<file path="src/hw/rtl/dvt_pkg.sv">
// package for the detection vote table
// table geometry, derived widths, result codes and shared types
// no dependencies
package dvt_pkg;

	// table geometry
	localparam int TABLE_SLOTS = 16;
	localparam int COORD_BITS  = 12;

	// fixed field widths
	localparam int IN_COORD_W = 12;
	localparam int RADIUS_W   = 16;
	localparam int VOTE_W     = 16;
	localparam int SLOT_OUT_W = 4;

	// derived widths
	localparam int SLOT_W = (TABLE_SLOTS > 1) ? $clog2(TABLE_SLOTS) : 1;
	localparam int CNT_W  = $clog2(TABLE_SLOTS + 1);
	localparam int CMP_W  = ((COORD_BITS + 4 > RADIUS_W) ? COORD_BITS + 4 : RADIUS_W) + 1;

	localparam logic [VOTE_W-1:0] VOTE_MAX       = '1;
	localparam logic [VOTE_W-1:0] THRESHOLD_INIT = VOTE_W'(50);
	localparam logic [CNT_W-1:0]  CNT_FULL       = CNT_W'(TABLE_SLOTS);

	typedef logic [COORD_BITS-1:0] coord_t;
	typedef logic [RADIUS_W-1:0]   radius_t;
	typedef logic [VOTE_W-1:0]     vote_t;
	typedef logic [SLOT_W-1:0]     slot_idx_t;
	typedef logic [CNT_W-1:0]      count_t;

	// result codes
	typedef enum logic [1:0] {
		OUTCOME_VOTED   = 2'd0,
		OUTCOME_ADDED   = 2'd1,
		OUTCOME_DROPPED = 2'd2
	} outcome_t;

	// match search result
	typedef struct packed {
		logic      hit;
		slot_idx_t idx;
	} match_t;

endpackage

</file>
<file path="src/hw/rtl/detection_vote_table_top.sv">
// detection vote table top level: input register, table, update and result register
// depends on dvt_pkg and dvt_match
//
// Usage:
//   in channel: one detected circle per word (center_x, center_y, radius_q4),
//   taken at a rising edge with in_valid high and in_stall low.
//   out channel: one result word per detection (slot, outcome, vote_after,
//   confirmed), taken at a rising edge with out_valid high and out_stall low.
//   cfg channel: cfg_data writes confirm_threshold when cfg_valid and
//   cfg_ready are high; cfg_ready is always high. Write only while idle.
// Path: a detection taken is held in the input register; its result is
//   loaded into the output register when out_free is high and is offered from then.
// Throughput: one detection per cycle while the output is not stalled. The table
//   compare of all entries, the priority pick and the entry update all lie
//   between the input register and the output register.
// Reset: table emptied (entry count zero), threshold back to 50, both
//   pipeline registers empty.
// Stall: a held result keeps the output register; the input register still
//   takes one more detection, then in_stall rises until out_stall drops.
module detection_vote_table_top (
	input  logic                            clk,
	input  logic                            arst_n,
	// detection input
	input  logic                            in_valid,
	output logic                            in_stall,
	input  logic [dvt_pkg::IN_COORD_W-1:0]  center_x,
	input  logic [dvt_pkg::IN_COORD_W-1:0]  center_y,
	input  logic [dvt_pkg::RADIUS_W-1:0]    radius_q4,
	// result output
	output logic                            out_valid,
	input  logic                            out_stall,
	output logic [dvt_pkg::SLOT_OUT_W-1:0]  slot,
	output logic [1:0]                      outcome,
	output logic [dvt_pkg::VOTE_W-1:0]      vote_after,
	output logic                            confirmed,
	// threshold write
	input  logic                            cfg_valid,
	output logic                            cfg_ready,
	input  logic [dvt_pkg::VOTE_W-1:0]      cfg_data
);

	// input register
	logic              valid_s1;
	dvt_pkg::coord_t   cx_s1;
	dvt_pkg::coord_t   cy_s1;
	dvt_pkg::radius_t  rad_s1;

	// table
	dvt_pkg::coord_t   entry_x_q      [dvt_pkg::TABLE_SLOTS];
	dvt_pkg::coord_t   entry_y_q      [dvt_pkg::TABLE_SLOTS];
	dvt_pkg::radius_t  entry_radius_q [dvt_pkg::TABLE_SLOTS];
	dvt_pkg::vote_t    entry_vote_q   [dvt_pkg::TABLE_SLOTS];
	dvt_pkg::count_t   entry_count_q;

	dvt_pkg::vote_t    threshold_q;

	// output register
	logic              out_valid_q;
	logic [dvt_pkg::SLOT_OUT_W-1:0] slot_q;
	dvt_pkg::outcome_t outcome_q;
	dvt_pkg::vote_t    vote_q;
	logic              confirmed_q;

	// update path
	dvt_pkg::match_t   match;
	logic              out_free;
	logic              advance;
	logic              full;
	dvt_pkg::slot_idx_t fill_idx;
	dvt_pkg::vote_t    vote_cur;
	dvt_pkg::vote_t    vote_inc;
	logic              do_vote;
	logic              do_add;

	// handshakes
	assign out_free  = !out_valid_q || !out_stall;
	assign advance   = valid_s1 && out_free;
	assign in_stall  = valid_s1 && !out_free;
	assign cfg_ready = 1'b1;

	// input register
	always_ff @(posedge clk or negedge arst_n) begin
		if (!arst_n) begin
			valid_s1 <= 1'b0;
		end else if (!in_stall) begin
			valid_s1 <= in_valid;
		end
	end

	always_ff @(posedge clk) begin
		if (in_valid && !in_stall) begin
			cx_s1  <= dvt_pkg::COORD_BITS'(center_x);
			cy_s1  <= dvt_pkg::COORD_BITS'(center_y);
			rad_s1 <= radius_q4;
		end
	end

	// window search over the table
	dvt_match u_match (
		.entry_x      (entry_x_q),
		.entry_y      (entry_y_q),
		.entry_radius (entry_radius_q),
		.entry_count  (entry_count_q),
		.det_x        (cx_s1),
		.det_y        (cy_s1),
		.match        (match)
	);

	// vote and append decisions
	assign full     = entry_count_q == dvt_pkg::CNT_FULL;
	assign fill_idx = entry_count_q[dvt_pkg::SLOT_W-1:0];
	assign vote_cur = entry_vote_q[match.idx];
	assign vote_inc = (vote_cur == dvt_pkg::VOTE_MAX) ? vote_cur : vote_cur + 1'b1;
	assign do_vote  = advance && match.hit;
	assign do_add   = advance && !match.hit && !full;

	// table payload
	always_ff @(posedge clk) begin
		if (do_vote) begin
			entry_vote_q[match.idx] <= vote_inc;
		end
		if (do_add) begin
			entry_x_q[fill_idx]      <= cx_s1;
			entry_y_q[fill_idx]      <= cy_s1;
			entry_radius_q[fill_idx] <= rad_s1;
			entry_vote_q[fill_idx]   <= '0;
		end
	end

	// fill count and threshold
	always_ff @(posedge clk or negedge arst_n) begin
		if (!arst_n) begin
			entry_count_q <= '0;
			threshold_q   <= dvt_pkg::THRESHOLD_INIT;
		end else begin
			if (do_add) begin
				entry_count_q <= entry_count_q + 1'b1;
			end
			if (cfg_valid && cfg_ready) begin
				threshold_q <= cfg_data;
			end
		end
	end

	// output register valid
	always_ff @(posedge clk or negedge arst_n) begin
		if (!arst_n) begin
			out_valid_q <= 1'b0;
		end else if (out_free) begin
			out_valid_q <= valid_s1;
		end
	end

	// output register payload
	always_ff @(posedge clk) begin
		if (advance) begin
			priority if (match.hit) begin
				slot_q      <= dvt_pkg::SLOT_OUT_W'(match.idx);
				outcome_q   <= dvt_pkg::OUTCOME_VOTED;
				vote_q      <= vote_inc;
				confirmed_q <= vote_inc > threshold_q;
			end else if (!full) begin
				slot_q      <= dvt_pkg::SLOT_OUT_W'(fill_idx);
				outcome_q   <= dvt_pkg::OUTCOME_ADDED;
				vote_q      <= '0;
				confirmed_q <= 1'b0;
			end else begin
				slot_q      <= '0;
				outcome_q   <= dvt_pkg::OUTCOME_DROPPED;
				vote_q      <= '0;
				confirmed_q <= 1'b0;
			end
		end
	end

	assign out_valid  = out_valid_q;
	assign slot       = slot_q;
	assign outcome    = outcome_q;
	assign vote_after = vote_q;
	assign confirmed  = confirmed_q;

	// checks

	// fill count never runs past the table
	a_count_bound: assert property (@(posedge clk) disable iff (!arst_n)
		entry_count_q <= dvt_pkg::CNT_FULL)
		else $error("entry count beyond table size");

	// an unmatched detection with room left grows the table by one
	a_add_grows: assert property (@(posedge clk) disable iff (!arst_n)
		do_add |=> entry_count_q == $past(entry_count_q) + 1'b1)
		else $error("append did not bump entry count");

	// only a voted-up entry can be confirmed
	a_confirm_voted: assert property (@(posedge clk) disable iff (!arst_n)
		out_valid_q && confirmed_q |-> outcome_q == dvt_pkg::OUTCOME_VOTED)
		else $error("confirmed result without a vote");

	// a dropped detection only when the table was full
	a_drop_full: assert property (@(posedge clk) disable iff (!arst_n)
		advance && !match.hit |-> full || do_add)
		else $error("detection dropped with room in table");

	// table is untouched while the result register holds
	a_hold_table: assert property (@(posedge clk) disable iff (!arst_n)
		out_valid_q && out_stall |=> entry_count_q == $past(entry_count_q))
		else $error("table changed during output stall");

endmodule

</file>
<file path="src/hw/rtl/dvt_match.sv">
// parallel window compare of one detection against every live table entry
// picks the highest-indexed hit; depends on dvt_pkg
module dvt_match (
	input  dvt_pkg::coord_t  entry_x      [dvt_pkg::TABLE_SLOTS],
	input  dvt_pkg::coord_t  entry_y      [dvt_pkg::TABLE_SLOTS],
	input  dvt_pkg::radius_t entry_radius [dvt_pkg::TABLE_SLOTS],
	input  dvt_pkg::count_t  entry_count,
	input  dvt_pkg::coord_t  det_x,
	input  dvt_pkg::coord_t  det_y,
	output dvt_pkg::match_t  match
);

	logic [dvt_pkg::TABLE_SLOTS-1:0] hit_vec;
	logic [dvt_pkg::CMP_W-1:0]       dx;
	logic [dvt_pkg::CMP_W-1:0]       dy;

	// detection centre scaled to q.4
	assign dx = dvt_pkg::CMP_W'({det_x, 4'b0000});
	assign dy = dvt_pkg::CMP_W'({det_y, 4'b0000});

	// one compare lane per entry, strict square window on both axes
	for (genvar g = 0; g < dvt_pkg::TABLE_SLOTS; g++) begin : g_lane
		logic [dvt_pkg::CMP_W-1:0] ex;
		logic [dvt_pkg::CMP_W-1:0] ey;
		logic [dvt_pkg::CMP_W-1:0] r;
		logic                      live;
		logic                      in_x;
		logic                      in_y;

		assign ex   = dvt_pkg::CMP_W'({entry_x[g], 4'b0000});
		assign ey   = dvt_pkg::CMP_W'({entry_y[g], 4'b0000});
		assign r    = dvt_pkg::CMP_W'(entry_radius[g]);
		assign live = dvt_pkg::count_t'(g) < entry_count;
		assign in_x = (ex < dx + r) && (dx < ex + r);
		assign in_y = (ey < dy + r) && (dy < ey + r);
		assign hit_vec[g] = live && in_x && in_y;
	end

	// highest index wins
	always_comb begin
		match.hit = 1'b0;
		match.idx = '0;
		for (int i = 0; i < dvt_pkg::TABLE_SLOTS; i++) begin
			if (hit_vec[i]) begin
				match.hit = 1'b1;
				match.idx = dvt_pkg::slot_idx_t'(i);
			end
		end
	end

endmodule

</file>
<file path="config.mk">
export PLATFORM = sky130hd
export DESIGN_NAME = detection_vote_table_top
export DESIGN_NICKNAME = d
export VERILOG_FILES = /design/src/hw/rtl/dvt_pkg.sv /design/src/hw/rtl/detection_vote_table_top.sv /design/src/hw/rtl/dvt_match.sv
export SDC_FILE = /design/constraint.sdc
export NUM_CORES = 2
export LEC_CHECK = 0
export BUFFER_PORTS_ARGS = -buffer_cell sky130_fd_sc_hd__buf_2
export CORE_MARGIN = 2
export CORE_UTILIZATION = 35
export CTS_CLUSTER_SIZE = 24
export DETAILED_ROUTE_END_ITERATION = 8
export SLEW_MARGIN = 30
export SYNTH_ARGS = -nofsm -noshare
export SYNTH_HDL_FRONTEND = slang
export SYNTH_HIERARCHICAL = 1
export SYNTH_SLANG_ARGS = --single-unit
</file>
<file path="constraint.sdc">
create_clock -name clk -period 14 [get_ports clk]
set_input_delay 0.7 -clock clk [delete_from_list [all_inputs] [get_ports clk]]
set_output_delay 0.7 -clock clk [all_outputs]
set_load 0.02 [all_outputs]
</file>
# Word-level counts from Yosys, hierarchy flattened
# Memories as Yosys holds them, arrays and structs flattened.
# Index checks and enable logic that the tools add are counted.
[totals] ff_bits=726 n_memories=1 wordCells=325 inputBits=61 mem_bits_rw=256
[op_classes] n_lt_le_gt_ge=83 muxes=34 bitwise=1 eq_ne=2 reduce_logical=79 addsub=66
[memory_table] memory="entry_vote_q" depth=16 word_bits=16 rd=1 rd_ports_with_merged_regs=0 wr=1 line="detection_vote_table_top.sv:52" source="dvt_pkg::vote_t entry_vote_q [dvt_pkg::TABLE_SLOTS];"
[ops] cell="adder 16 x 16 -> 17 bit" count=64
[ops] cell="less-than comparator 16 x 17 -> 1 bit" count=64
[ops] cell="bitwise mux 192 bit" count=2
[ops] cell="bitwise mux 256 bit" count=1
[ops] cell="2-to-1 mux 5 bit" count=16
[ops] cell="logical AND 1 bit" count=71
[ops] cell="demux 16 bit (select 4 bit)" count=1
[ops] cell="demux 12 bit (select 4 bit)" count=1
[ops] cell="2-to-1 mux 16 bit" count=3
[ops] cell="less-than comparator 4 x 5 -> 1 bit, first input constant" count=8
[ops] cell="less-than comparator 3 x 5 -> 1 bit, first input constant" count=4
[ops] cell="adder 16 x 1 -> 16 bit, second input constant" count=1
[ops] cell="equality test 16 bit, second input constant" count=1
[ops] cell="> comparator 16 bit" count=1
[ops] cell="OR reduction 16 bit" count=1
[ops] cell="2-to-1 mux 12 bit" count=1
[ops] cell="2-to-1 mux 4 bit" count=3
[ops] cell="less-than comparator 1 x 5 -> 1 bit, first input constant" count=2
[ops] cell="less-than comparator 2 x 5 -> 1 bit, first input constant" count=2
[ops] cell="zero test 1 bit" count=6
[ops] cell="adder 5 x 1 -> 5 bit, second input constant" count=1
[ops] cell="equality test 5 bit, second input constant" count=1
[ops] cell="greater-or-equal comparator 5 bit, second input constant" count=1
[ops] cell="less-than comparator 5 x 1 -> 1 bit, second input constant" count=1
[ops] cell="other kinds (4)" count=8

# Longest topological paths before layout
[depth] depth_word=28 ltp_mapped=44 ltp_nobuf=40

# Cells and area by module
# Netlist, hierarchy kept.
[modules_own_cells] mod="dvt_match" seq_area_each_um2=0.0 instances=1 area_each_um2=45837.7 cells_per_inst=5774
[modules_own_cells] mod="detection_vote_table_top" seq_area_each_um2=29376.9 instances=1 area_each_um2=33088.0 cells_per_inst=1400

# Least setup slack after synthesis
# Ideal clock, no wire load.
[synth_timing] path_kind="register to register" startpoint="reg cx_s1[1]" endpoint="reg entry_radius_q[192] (netlist name) (enable)" setup_slack_ps=4162 required_ps=13513 setup_time_ps=487 synth_period_minus_slack_ps=9838 path_stages_with_launch=27 arrival_time_ps=9351 cell_sequence="edfxtp_1 > ha_1 > a21o_1 > a21oi_1 > o21bai_1 > a21oi_1 > o21bai_1 > a21oi_1 > o21ai_0 > o41ai_1 > xor2_1 > ha_1 > nand4_1 > nor4_1 > o21ai_0 > or3_1 > a221oi_1 > nor4b_1 > nor3_4 > nand3b_2 > or4b_1 > clkbuf_1 > a31oi_1 > and2_1 > clkbuf_1 > nand2_1 > nor3_1"
[synth_lines] item="start, declared" line="detection_vote_table_top.sv:44" source="dvt_pkg::coord_t cx_s1;"
[synth_lines] item="start signal, assigned" line="detection_vote_table_top.sv:92" source="cx_s1 <= dvt_pkg::COORD_BITS'(center_x);"
[synth_lines] item="end signal, assigned by index" line="detection_vote_table_top.sv:125" source="entry_radius_q[fill_idx] <= rad_s1;"
[synth_lines] item="end, declared" line="detection_vote_table_top.sv:51" source="dvt_pkg::radius_t entry_radius_q [dvt_pkg::TABLE_SLOTS];"

==> impl_metrics.yaml <==
worst_setup_path:
  reg2regPathDepth: 40
  end_kind: "flip-flop"
  cpMostUsedCell: "o21a_1"
  r2r_start: "cy_s1[1]$_DFFE_PP_"
  crit_type: "reg2reg"
  critical-path-top-delay-family: "compound AO/OA/AOI/OAI gates"
  cp.arrival_ns: 11.13
  startpoint: "cy_s1[1]$_DFFE_PP_"
  worst-path-buf-inv: 3
  cp.depth: 40
  rrSetupSlack_ns: 3.40
  crit_path_end: "confirmed$_SDFFCE_PN0P_"
  cpPeakStageDelay_ns: 0.71
  worstPathMaxFanout: 52
  worstPathRequired_ns: 14.52
  start_kind: "flip-flop"
  slowest_stage: "edfxtp_1"
  r2r_end: "confirmed$_SDFFCE_PN0P_"
finish:
  regArea_sq_um: 29400
  drive_above_1_share_pct: 7.39
  final_util_pct: 39.3
  layout_common_cells: "ha_1 (1557), edfxtp_1 (959), a21oi_1 (571)"
  final_area_sq_um: 88200
  mostFrequentLayoutCell: "ha_1"
  nets: 9121
  fill_cells: 21300
  area.growth.synth_to_final_pct: 11.8
  multi_input_area_sq_um: 48100
route:
  drt-initial-drc-count: 4443
  drt-vias-per-instance: 5.56
  drtPass1Iterations: 6
  drc_errors: 0
  vias: 58600
  wl_mm: 226
  avgRoutedWirePerCell_um: 21.4
  ant_nets: 0
pwr:
  switching_share_pct: 39.4
  p_comb_share_pct: 45.0
  seqPwrFrac_pct: 33.0
  worst_ir_drop_vdd_uv: 448
  power_density_nw_per_um2: 170
  internal-power_mw: 9.08
  leakagePower_nw: 36.4
  power_mw: 15.0
  clkPwrFrac_pct: 22.1
  p_sw_mw: 5.91
synthesis:
  syn-cell-area_sq_um: 78900
  async_flop_share_pct: 2.34
  postSynthNetCount: 8856
  synth_top_area_share_pct: 36.5
  synth_edf_count: 959
  ys.warnings.count: 6
  synthCells: 7174
  synth_cell_types: 106
  ys_ff_latch: 982
  ys.flop_type: "edfxtp_1"
  ys_seq_area_share_pct: 37.2
  syn_area_per_cell_sq_um: 11.0
  ys_top_cells_by_area: "edfxtp_1 (36%), ha_1 (25%), a21oi_1 (3.6%), xnor2_1 (3.3%), xor2_1 (3.3%)"
  synth_area_leader_cell: "edfxtp_1"
clocking:
  clock_latency_ns: 0.81
  cts_buffers: 116
  cts_root_buf: "clkbuf_16"
  clk_pin_slew_ns: 0.06
  clock_sinks: 982
  cts_tree: "done"
  cts_setup_buffers: 0
  htree_levels: 3
  cts_buffer_depth: 3
floorplanning:
  initial_utilization_pct: 35.2
  io_pins: 87
  dieArea_sq_um: 229000
  die_x_um: 479
  die_h_um: 479
  num_rows: 174
  core_sq_um: 224000
timing:
  worst_pin_slew_ns: 0.950
  finalClockSkew_ns: 0.0766
  drv_slew: 0
  finalSetupTns_ns: 0
  slew_headroom_pct: 35.7
  fmax_mhz: 94.3
  rsz0062_at_grt: "false"
  period_needed_ns: 10.60
  setup_violations: 0
  timing.final.crit_share_pct: 75.7
  hold_viol_final: 0
status:
  outcome: "finished, final reports clean"
global_route:
  grt_pass1_wl_mm: 343
  grt_pass1_vias: 58400
  grt_overflow: 0
  grt_start_max_net_pins: 62
  grt_usage_pct: 19.2
  grt_antenna_before_repair: 17
placed_design:
  hpwl_mm: 153
  placed_cell_area_sq_um: 84000
  globalplace.congestion: 0.865
  portBuffers: 85
min_path:
  hold_class: "in2reg"
flow_run:
  cap_violations: 0
[cells by family after synthesis]
logic type	count (synthesis)	share of synthesized area [%]
compound gates	2047	17.0
xor+xnor	599	6.65
fa+ha+maj	1621	26.3
buf+inv	420	2.10
flops	982	37.2
mux	78	2.04
other cells	1	0.00475
simple gates	1426	8.64
[metal layers]
metal | part of all wire [%] | vias up | routed length [um] | global-route usage [%]
met5 | 0 | - | 0 | 0
met4 | 3.5 | 0 | 7900 | 6.77
met3 | 5.5 | 354 | 12500 | 2.61
met2 | 47 | 1603 | 107000 | 32.8
met1 | 44 | 28500 | 98500 | 24.8
li1 | - | 28100 | - | -
[power groups by stage]
stage	combinational (mW)	sequential (mW)	clock [mW]
CTS	6.79	4.95	3.38
finish	6.74	4.94	3.31
detailed placement	6.76	5.01	0
global route	7.41	4.98	3.49
global placement	6.62	5.00	0
floorplan	4.48	5.05	0
[worst reg2reg max path, delay by kind of cell (launching register included)]
kind,cells,cell delay (ns)
AO/OA/AOI/OAI,21,4.48
XOR/XNOR,1,0.10
adder cells (fa/ha/maj),3,0.86
buffers and inverters,3,0.87
flip-flops,1,0.71
multiplexers,4,1.31
AND/OR/NAND/NOR,8,2.03
[cells in the mapped netlist, types with 47 or more instances]
master     instances
xor2_1           298
a21oi_1          571
o21ai_0          405
nand4_1           47
inv_1            381
o21bai_1         163
mux4_2            65
o21a_1           128
a211oi_1          70
nor3_1           145
ha_1            1557
xnor2_1          301
o41ai_1           49
edfxtp_1         959
a2111oi_0         58
a21o_1           219
fa_1              64
nor2_1           457
nor2b_1           61
o211ai_1          60
nand3_1           84
nand2_1          336
nand2b_1          78
[cell type report]
type	instances	share of cell area, %
tap	2992	4.24
timing repair buffer	185	1.59
clock inverter	92	1.35
multi-input combinational	5772	54.5
sequential	982	33.3
clock buffer	129	3.37
antenna	9	0.0255
inverter	382	1.63
[how the worst min path moves through the flow]
stage / startpoint / end / slack [ns] / cells past startpoint
2_1_floorplan: arst_n / entry_count_q[0]$_DFFE_PN0P_ / 0.40 / 0
3_5_place_dp: valid_s1$_DFFE_PN0N_ / out_valid$_DFFE_PN0N_ / 0.47 / 1
4_1_cts: radius_q4[13] / rad_s1[13]$_DFFE_PP_ / 0.04 / 1
5_1_grt: radius_q4[14] / rad_s1[14]$_DFFE_PP_ / 0.07 / 1
6_report: radius_q4[14] / rad_s1[14]$_DFFE_PP_ / 0.11 / 1
3_3_place_gp: valid_s1$_DFFE_PN0N_ / out_valid$_DFFE_PN0N_ / 0.47 / 1
[per-stage QoR]
step | instances | setup WS, ns | hold WS, ns
6_report | 10500 | 3.40 | 0.114
5_1_grt | 10500 | 2.65 | 0.0702
4_1_cts | 10500 | 3.38 | 0.0450
3_5_place_dp | 10300 | 3.38 | 0.473
3_3_place_gp | 10300 | 3.27 | 0.468
2_1_floorplan | 7174 | 4.16 | 0.404
[state kept, by name, indices dropped and copies added (netlist names)]
signal,count
entry_radius_q,256
entry_vote_q,256
entry_x_q,192
entry_y_q,192
rad_s1,16
threshold_q,16
vote_after,16
cx_s1,12
cy_s1,12
entry_count_q,5
slot,4
outcome,2
confirmed,1
out_valid,1
valid_s1,1
[repair_timing]
item / in CTS / in global routing
hold buffers: 1 / 0
resized for setup: 0 / 0
hold endpoints to repair: 20 / 0
(Power assumes the default switching activity.)
